File: src/sv/kems_pkg.sv
// ---------------------------------------------------------------------------
// kems_pkg
// Shared types and constants of the key event motor speed controller.
// ---------------------------------------------------------------------------
package kems_pkg;

  localparam int TimeW = 48;
  localparam int ThrW = 24;

  localparam logic [1:0] OP_TICK = 2'd0;
  localparam logic [1:0] OP_REPORT = 2'd1;
  localparam logic [1:0] OP_LINK_CLOSED = 2'd2;

  localparam logic [1:0] REG_MAX_LEVEL = 2'd0;
  localparam logic [1:0] REG_DUTY_PER_LEVEL = 2'd1;
  localparam logic [1:0] REG_HOLD_THRESHOLD = 2'd2;

  localparam logic [15:0] USE_NEXT = 16'h00B5;
  localparam logic [15:0] USE_PREV = 16'h00B6;
  localparam logic [15:0] USE_VOLUP = 16'h00E9;
  localparam logic [15:0] USE_VOLDN = 16'h00EA;
  localparam logic [15:0] USE_PLAY = 16'h00CD;

  localparam logic [7:0] KEY_UP = 8'hE9;
  localparam logic [7:0] KEY_DOWN = 8'hEA;
  localparam logic [7:0] KEY_STOP = 8'hCD;

  localparam logic [6:0] MAX_LEVEL_RESET = 7'd10;
  localparam logic [7:0] DUTY_PER_LEVEL_RESET = 8'd25;
  localparam logic [23:0] HOLD_THRESHOLD_RESET = 24'd500000;

  typedef enum logic [3:0] {
    CMD_NONE,
    CMD_TICK,
    CMD_UP,
    CMD_DOWN,
    CMD_JUMP_POS,
    CMD_JUMP_NEG,
    CMD_HALT,
    CMD_PRESS,
    CMD_RELEASE
  } cmd_kind_t;

  typedef struct packed {
    cmd_kind_t kind;
    logic [7:0] key;
    logic [TimeW-1:0] now;
  } cmd_t;

  typedef struct packed {
    logic [6:0] max_level;
    logic [7:0] duty_per_level;
    logic [ThrW-1:0] hold_threshold;
  } cfg_t;

endpackage

File: src/sv/key_event_motor_speed_controller.sv
// ---------------------------------------------------------------------------
// key_event_motor_speed_controller
// Speed level, enable and long-press control from remote key events.
// ---------------------------------------------------------------------------
// Usage:
//   Input queue: drive the event fields and raise push; the event is taken
//   at a clock edge where full is low. One result per event.
//   Result queue: while empty is low the oldest result sits on pwm_duty,
//   forward, level_now, enabled_now and long_now; pop takes it.
//   Configuration: cfg_write with cfg_index and cfg_data writes max_level,
//   duty_per_level or hold_threshold_us; write only while no event is
//   outstanding. Indexes beyond the list are ignored.
//   Path: command queue, execute stage register, output register.
//   Throughput: one event per cycle while no held result stalls, set by
//   the state update in the execute stage; duty scaling has its own register.
//   Reset (rst, synchronous): state clears to zero, registers take their
//   defaults, both queues empty.
//   Stall: a held result freezes the pipeline; the two-entry command queue
//   then fills and full rises.
// ---------------------------------------------------------------------------
module key_event_motor_speed_controller (
  input  logic clk,
  input  logic rst,
  input  logic push,
  output logic full,
  input  logic [1:0] operation,
  input  logic [47:0] now_us,
  input  logic [7:0] report_length,
  input  logic [7:0] report_byte0,
  input  logic [7:0] report_byte1,
  input  logic [7:0] report_byte2,
  output logic empty,
  input  logic pop,
  output logic [14:0] pwm_duty,
  output logic forward,
  output logic signed [7:0] level_now,
  output logic enabled_now,
  output logic long_now,
  input  logic cfg_write,
  input  logic [1:0] cfg_index,
  input  logic [23:0] cfg_data
);

  kems_pkg::cfg_t cfg;
  kems_pkg::cmd_t cmd;
  logic cmd_valid;
  logic cmd_pop;

  always_ff @(posedge clk) begin
    if (rst) begin
      cfg.max_level <= kems_pkg::MAX_LEVEL_RESET;
      cfg.duty_per_level <= kems_pkg::DUTY_PER_LEVEL_RESET;
      cfg.hold_threshold <= kems_pkg::HOLD_THRESHOLD_RESET;
    end else if (cfg_write) begin
      case (cfg_index)
        kems_pkg::REG_MAX_LEVEL: cfg.max_level <= cfg_data[6:0];
        kems_pkg::REG_DUTY_PER_LEVEL: cfg.duty_per_level <= cfg_data[7:0];
        kems_pkg::REG_HOLD_THRESHOLD: cfg.hold_threshold <= cfg_data;
        default: ;
      endcase
    end
  end

  kems_front u_front (
    .clk(clk),
    .rst(rst),
    .push(push),
    .full(full),
    .operation(operation),
    .now_us(now_us),
    .report_length(report_length),
    .report_byte0(report_byte0),
    .report_byte1(report_byte1),
    .report_byte2(report_byte2),
    .cmd_valid(cmd_valid),
    .cmd(cmd),
    .cmd_pop(cmd_pop)
  );

  kems_back u_back (
    .clk(clk),
    .rst(rst),
    .cfg(cfg),
    .cmd_valid(cmd_valid),
    .cmd(cmd),
    .cmd_pop(cmd_pop),
    .empty(empty),
    .pop(pop),
    .pwm_duty(pwm_duty),
    .forward(forward),
    .level_now(level_now),
    .enabled_now(enabled_now),
    .long_now(long_now)
  );

endmodule

File: src/sv/kems_front.sv
// ---------------------------------------------------------------------------
// kems_front
// Accepts events, decodes them into commands and queues them (two entries).
// ---------------------------------------------------------------------------
module kems_front (
  input  logic clk,
  input  logic rst,
  input  logic push,
  output logic full,
  input  logic [1:0] operation,
  input  logic [kems_pkg::TimeW-1:0] now_us,
  input  logic [7:0] report_length,
  input  logic [7:0] report_byte0,
  input  logic [7:0] report_byte1,
  input  logic [7:0] report_byte2,
  output logic cmd_valid,
  output kems_pkg::cmd_t cmd,
  input  logic cmd_pop
);

  kems_pkg::cmd_t dec;
  kems_pkg::cmd_t entries [2];
  logic wr_ptr;
  logic rd_ptr;
  logic [1:0] count;
  logic do_push;
  logic do_pop;
  logic [15:0] usage;
  logic pressed;

  assign usage = {report_byte2, report_byte1};
  assign pressed = (report_byte0 != 8'd0);

  always_comb begin
    dec.kind = kems_pkg::CMD_NONE;
    dec.key = report_byte1;
    dec.now = now_us;
    case (operation)
      kems_pkg::OP_TICK: dec.kind = kems_pkg::CMD_TICK;
      kems_pkg::OP_REPORT: begin
        if (report_length >= 8'd3) begin
          if (pressed) begin
            case (usage)
              kems_pkg::USE_NEXT: dec.kind = kems_pkg::CMD_UP;
              kems_pkg::USE_PREV: dec.kind = kems_pkg::CMD_DOWN;
              kems_pkg::USE_VOLUP: dec.kind = kems_pkg::CMD_JUMP_POS;
              kems_pkg::USE_VOLDN: dec.kind = kems_pkg::CMD_JUMP_NEG;
              kems_pkg::USE_PLAY: dec.kind = kems_pkg::CMD_HALT;
              default: dec.kind = kems_pkg::CMD_NONE;
            endcase
          end
        end else if (report_length == 8'd2) begin
          dec.kind = pressed ? kems_pkg::CMD_PRESS : kems_pkg::CMD_RELEASE;
        end
      end
      kems_pkg::OP_LINK_CLOSED: dec.kind = kems_pkg::CMD_HALT;
      default: dec.kind = kems_pkg::CMD_NONE;
    endcase
  end

  assign full = (count == 2'd2);
  assign do_push = push && !full;
  assign cmd_valid = (count != 2'd0);
  assign do_pop = cmd_pop && cmd_valid;
  assign cmd = entries[rd_ptr];

  always_ff @(posedge clk) begin
    if (do_push) begin
      entries[wr_ptr] <= dec;
    end
  end

  always_ff @(posedge clk) begin
    if (rst) begin
      wr_ptr <= 1'b0;
      rd_ptr <= 1'b0;
      count <= 2'd0;
    end else begin
      if (do_push) begin
        wr_ptr <= !wr_ptr;
      end
      if (do_pop) begin
        rd_ptr <= !rd_ptr;
      end
      case ({do_push, do_pop})
        2'b10: count <= count + 2'd1;
        2'b01: count <= count - 2'd1;
        default: count <= count;
      endcase
    end
  end

endmodule

File: src/sv/kems_back.sv
// ---------------------------------------------------------------------------
// kems_back
// Executes commands against the speed state, then scales the level to duty.
// ---------------------------------------------------------------------------
module kems_back (
  input  logic clk,
  input  logic rst,
  input  kems_pkg::cfg_t cfg,
  input  logic cmd_valid,
  input  kems_pkg::cmd_t cmd,
  output logic cmd_pop,
  output logic empty,
  input  logic pop,
  output logic [14:0] pwm_duty,
  output logic forward,
  output logic signed [7:0] level_now,
  output logic enabled_now,
  output logic long_now
);

  logic signed [7:0] cur_level;
  logic motor_on;
  logic long_active;
  logic key_held;
  logic [7:0] held_code;
  logic [kems_pkg::TimeW-1:0] press_time;

  logic signed [7:0] cur_level_next;
  logic motor_on_next;
  logic long_active_next;
  logic key_held_next;
  logic [7:0] held_code_next;
  logic [kems_pkg::TimeW-1:0] press_time_next;

  logic signed [7:0] max_s;
  logic signed [7:0] neg_max;
  logic up_ok;
  logic dn_ok;
  logic signed [7:0] up_level;
  logic signed [7:0] dn_level;
  logic [kems_pkg::TimeW-1:0] elapsed;
  logic short_hold;

  logic s1_valid;
  logic [6:0] s1_mag;
  logic s1_fwd;
  logic signed [7:0] s1_level;
  logic s1_en;
  logic s1_long;
  logic out_valid;
  logic out_ready;
  logic s1_ready;
  logic [6:0] mag_next;
  logic signed [7:0] abs_level;
  logic [14:0] product;

  assign max_s = signed'({1'b0, cfg.max_level});
  assign neg_max = -max_s;
  assign up_ok = (cur_level < max_s);
  assign dn_ok = (cur_level > neg_max);
  assign up_level = cur_level + 8'sd1;
  assign dn_level = cur_level - 8'sd1;
  assign elapsed = cmd.now - press_time;
  assign short_hold = (elapsed < {{(kems_pkg::TimeW-kems_pkg::ThrW){1'b0}},
                                  cfg.hold_threshold});

  always_comb begin
    cur_level_next = cur_level;
    motor_on_next = motor_on;
    long_active_next = long_active;
    key_held_next = key_held;
    held_code_next = held_code;
    press_time_next = press_time;
    case (cmd.kind)
      kems_pkg::CMD_TICK: begin
        if (key_held && !long_active && !short_hold) begin
          long_active_next = 1'b1;
          if (held_code == kems_pkg::KEY_UP) begin
            cur_level_next = max_s;
            motor_on_next = 1'b1;
          end else if (held_code == kems_pkg::KEY_DOWN) begin
            cur_level_next = neg_max;
            motor_on_next = 1'b1;
          end
        end
      end
      kems_pkg::CMD_UP: begin
        if (up_ok) begin
          cur_level_next = up_level;
          motor_on_next = 1'b1;
        end
      end
      kems_pkg::CMD_DOWN: begin
        if (dn_ok) begin
          cur_level_next = dn_level;
          motor_on_next = (dn_level != 8'sd0);
        end
      end
      kems_pkg::CMD_JUMP_POS: begin
        cur_level_next = max_s;
        motor_on_next = 1'b1;
        long_active_next = 1'b1;
      end
      kems_pkg::CMD_JUMP_NEG: begin
        cur_level_next = neg_max;
        motor_on_next = 1'b1;
        long_active_next = 1'b1;
      end
      kems_pkg::CMD_HALT: begin
        cur_level_next = 8'sd0;
        motor_on_next = 1'b0;
        long_active_next = 1'b0;
      end
      kems_pkg::CMD_PRESS: begin
        key_held_next = 1'b1;
        held_code_next = cmd.key;
        press_time_next = cmd.now;
        if (cmd.key == kems_pkg::KEY_STOP) begin
          cur_level_next = 8'sd0;
          motor_on_next = 1'b0;
          long_active_next = 1'b0;
        end
      end
      kems_pkg::CMD_RELEASE: begin
        if (key_held && held_code == cmd.key) begin
          key_held_next = 1'b0;
          held_code_next = 8'd0;
          if (long_active) begin
            cur_level_next = 8'sd0;
            motor_on_next = 1'b0;
            long_active_next = 1'b0;
          end else if (short_hold) begin
            if (cmd.key == kems_pkg::KEY_UP && up_ok) begin
              cur_level_next = up_level;
              motor_on_next = 1'b1;
            end else if (cmd.key == kems_pkg::KEY_DOWN && dn_ok) begin
              cur_level_next = dn_level;
              motor_on_next = (dn_level != 8'sd0);
            end
          end
        end
      end
      default: ;
    endcase
  end

  // Pipeline handshake: advance when the next stage is free or draining.
  assign out_ready = !out_valid || pop;
  assign s1_ready = !s1_valid || out_ready;
  assign cmd_pop = cmd_valid && s1_ready;

  assign abs_level = (cur_level_next < 8'sd0) ? -cur_level_next : cur_level_next;
  assign mag_next = (motor_on_next && cur_level_next != 8'sd0) ? abs_level[6:0] : 7'd0;

  always_ff @(posedge clk) begin
    if (rst) begin
      cur_level <= 8'sd0;
      motor_on <= 1'b0;
      long_active <= 1'b0;
      key_held <= 1'b0;
      held_code <= 8'd0;
      press_time <= '0;
    end else if (cmd_pop) begin
      cur_level <= cur_level_next;
      motor_on <= motor_on_next;
      long_active <= long_active_next;
      key_held <= key_held_next;
      held_code <= held_code_next;
      press_time <= press_time_next;
    end
  end

  always_ff @(posedge clk) begin
    if (rst) begin
      s1_valid <= 1'b0;
    end else if (s1_ready) begin
      s1_valid <= cmd_pop;
    end
  end

  always_ff @(posedge clk) begin
    if (cmd_pop) begin
      s1_mag <= mag_next;
      s1_fwd <= !(motor_on_next && cur_level_next < 8'sd0);
      s1_level <= cur_level_next;
      s1_en <= motor_on_next;
      s1_long <= long_active_next;
    end
  end

  assign product = {8'd0, s1_mag} * {7'd0, cfg.duty_per_level};

  always_ff @(posedge clk) begin
    if (rst) begin
      out_valid <= 1'b0;
    end else if (out_ready) begin
      out_valid <= s1_valid;
    end
  end

  always_ff @(posedge clk) begin
    if (out_ready && s1_valid) begin
      pwm_duty <= product;
      forward <= s1_fwd;
      level_now <= s1_level;
      enabled_now <= s1_en;
      long_now <= s1_long;
    end
  end

  assign empty = !out_valid;

endmodule

File: config.mk
export PLATFORM = sky130hd
export DESIGN_NAME = key_event_motor_speed_controller
export DESIGN_NICKNAME = d
export VERILOG_FILES = /design/src/sv/kems_pkg.sv /design/src/sv/key_event_motor_speed_controller.sv /design/src/sv/kems_front.sv /design/src/sv/kems_back.sv
export SDC_FILE = /design/constraint.sdc
export NUM_CORES = 1
export LEC_CHECK = 0
export ABC_CLOCK_PERIOD_IN_PS = 9800
export BUFFER_PORTS_ARGS = -buffer_cell sky130_fd_sc_hd__buf_2
export CAP_MARGIN = 20
export CORE_AREA = 10 10 213 215
export DETAILED_ROUTE_END_ITERATION = 8
export DIE_AREA = 0 0 223 225
export GPL_TIMING_DRIVEN = 0
export SLEW_MARGIN = 10
export SYNTH_ARGS = -nofsm -noshare
export SYNTH_HDL_FRONTEND = slang
export SYNTH_SLANG_ARGS = --single-unit
File: constraint.sdc
create_clock -name clk -period 9.8 [get_ports clk]
set_input_delay 0.49 -clock clk [delete_from_list [all_inputs] [get_ports clk]]
set_output_delay 0.49 -clock clk [all_outputs]
set_load 0.005 [all_outputs]
==> flow_summary.ini <==
[routing]
drcViolationCount = 0
routed_wl_um = 55500
ant_nets = 0
wire_per_inst_um = 20.2
vias_per_cell = 5.62
dr.pass1.iters = 5
num_vias = 15400
drtIter0Drc = 1190

[global_routing]
grt_max_degree = 40
antenna_found_initial = 0
grt_pass1_vias = 15300
grt_pass1_wl_um = 85900
overflow = 0
grt_usage_pct = 21.7

[cts]
htree_levels = 2
cts_tree = built
postCtsSetupBuffers = 0
cts.reportedPaths.clkPinSlew_ns = 0.06
cts_buffers = 34
cts_root_buffer = clkbuf_16
clock_latency_ns = 0.57
cts.sinks = 277
cts.path.max_buffers = 3

[min_path]
hp-class = in2reg

[yosys]
synth_nets = 2272
syn_inst = 2005
synth-edff-count = 164
async_flop_share_pct = 0
ys_top_cells_by_area = edfxtp_1 (27%), dfxtp_1 (12%), ha_1 (8.5%)
yosys_warnings = 0
synth-seq-cells = 277
syn-cell-area_um2 = 18200
synth.distinct_cells = 93
synth-seq-area-share_pct = 39.5
synth_top_cell_area_share_pct = 27.1
yosysTopAreaCell = edfxtp_1
synth_ff_type = edfxtp_1
avgSynthCellArea_um2 = 9.08

[final_layout]
area_delta_synth_final_pct = 14.1
final_cell_mix = nand2_1 (270), a21oi_1 (188), edfxtp_1 (164)
seq_area_um2 = 7190
final_area_um2 = 20800
layout.cells.non_filler = 2749
layout.nets = 2451
mostFrequentLayoutCell = nand2_1
final_layout_size_suffix_gt1_share_pct = 13.6
fill_cells = 3940
multi_input_area_um2 = 10100
antennaDiodeCount = 0

[sta]
holdWs_ns = 0.120
setup_viol = 0
rsz0062_at_grt = no
tightest_slew_ns = 1.04
relSlewSlack_pct = 29.7
fin_crit_sh_pct = 93.4
fmax_ghz = 0.109
setup_slack_ns = 0.645
report.final.slew_viol_count = 0
finalHoldViolations = 0
clock_skew_ns = 0.0340
period_needed_ns = 9.16

[power]
p_leak_nw = 7.97
max-vdd-ir-drop_mv = 0.182
power_mw = 5.81
pwr_density_cell_nw_per_um2 = 280

[setup_path]
crit_path_end_kind = flip-flop
path_class = reg2reg
cpMostUsedCell = ha_1
critPathMaxFanout = 19
cp-start-kind = flip-flop
crit_required_ns = 10.11
max_stage_delay_ns = 0.53
crit_arrival_ns = 9.46
cp_slowest_cell = mux2i_1

[floorplanning]
die_area_um2 = 50200
placementRows = 75
fp.dieH_um = 225
start_util_pct = 44.0
die_w_um = 223
ios = 141
coreArea_um2 = 41400

[placement]
placed_area_um2 = 19700
place_congestion = 0.908
dp_hpwl_um = 44400
pre_cts_ws_ns = -0.106
io_buffer_count = 139
placedCellCount = 2688

[flow_run]
drv_cap = 0

[outcome]
status = finished clean
[synthesized netlist by cell type (all sizes together), types with 11 or more instances]
| cell type | count |
|---|---|
| xnor2 | 51 |
| o31ai | 11 |
| o21ai | 79 |
| clkbuf | 72 |
| or3 | 13 |
| a31oi | 15 |
| a21o | 22 |
| a21oi | 191 |
| nand2b | 12 |
| buf | 18 |
| nand2 | 270 |
| a211o | 17 |
| nand3 | 33 |
| inv | 151 |
| and2 | 29 |
| nor2b | 15 |
| edfxtp | 164 |
| mux2i | 25 |
| and3 | 16 |
| nor4 | 14 |
| nor3 | 49 |
| fa | 30 |
| nand4 | 31 |
| mux2 | 52 |
| ha | 124 |
| dfxtp | 113 |
| o21a | 26 |
| o21bai | 11 |
| a211oi | 16 |
| nor2 | 161 |
| xor2 | 21 |
[sequential cells by signal, indices dropped and copies added (netlist names), 2 cells and up, named ones only]
name               count
u_front.count          2
cfg                   39
u_back.s1_mag          7
u_back.cur_level       8
u_front.entries      120
u_back.press_time     48
u_back.pwm_duty       15
u_back.s1_level        8
u_back.held_code       8
u_back.level_now       8
[cell families after synthesis]
group	Yosys count	share of synthesized area, %
simple gates	694	18.0
compound gates	489	17.5
flops	277	39.5
buf+inv	242	5.12
fa+ha+maj	154	11.8
mux	77	4.59
xor+xnor	72	3.47
[metrics by stage]
step / TNS (ns) / utilization, %
final: 0 / 50.2
after detailed placement: -0.366 / 47.5
after global routing: 0 / 50.2
after floorplan: 0 / -
after CTS: 0 / 50.2
after global placement: -0.0660 / 47.3
[per-layer routing]
| metal | wire [um] | up-vias | track usage [%] |
|---|---|---|---|
| li1 | - | 7567 | - |
| met1 | 23500 | 7359 | 26.6 |
| met2 | 27200 | 413 | 37.5 |
| met3 | 2700 | 104 | 3.06 |
| met4 | 1990 | 0 | 8.78 |
| met5 | 0 | - | 0 |
[timing repair]
item | in CTS | in global routing
pin swaps | 0 | 0
hold buffers | 0 | 0
gates resized for setup | 1 | 2
endpoints found under the setup margin | 4 | 6
gates cloned | 0 | 0
[worst max-delay path, delay by kind of cell (launching register included)]
kind / cells / cell delay [ns]
and+or+nand+nor: 11 / 1.88
buffers and inverters: 6 / 1.75
DFF: 1 / 0.30
AOI/OAI and AO/OA: 11 / 2.47
muxes: 2 / 0.94
xor gates and xnor gates: 1 / 0.18
adders and majority gates: 4 / 1.31
[path summary, 6_finish.rpt]
path                                    startpoint                     end  slack, ns  depth (start not counted)
worst max-delay path                     flip-flop        u_back.s1_mag[3]       0.64                         35
worst min-delay path                    now_us[26]  u_front.entries[1][26]       0.12                          1
worst max register to register           flip-flop        u_back.s1_mag[3]       0.64                         35
worst min register to register  u_back.s1_level[4]     u_back.level_now[4]       0.42                          0
[final cells by class]
| cell class | instances | area share [%] |
|---|---|---|
| plain buffers | 89 | 1.75 |
| clock buffers | 41 | 4.32 |
| clock inverters | 21 | 0.916 |
| inverters | 152 | 2.75 |
| multi-input cells | 1486 | 48.6 |
| flip-flops and latches | 277 | 34.6 |
| well taps | 539 | 3.25 |
| repair buffers | 144 | 3.76 |
[power breakdown]
part / internal (mW) / total, mW / switching (mW) / leakage, nW
registers: 1.52 / 1.64 / 0.117 / 2.46
clock network: 0.695 / 1.23 / 0.530 / 0.530
logic: 1.12 / 2.95 / 1.83 / 4.98
Power figures use the tool's default switching activity.
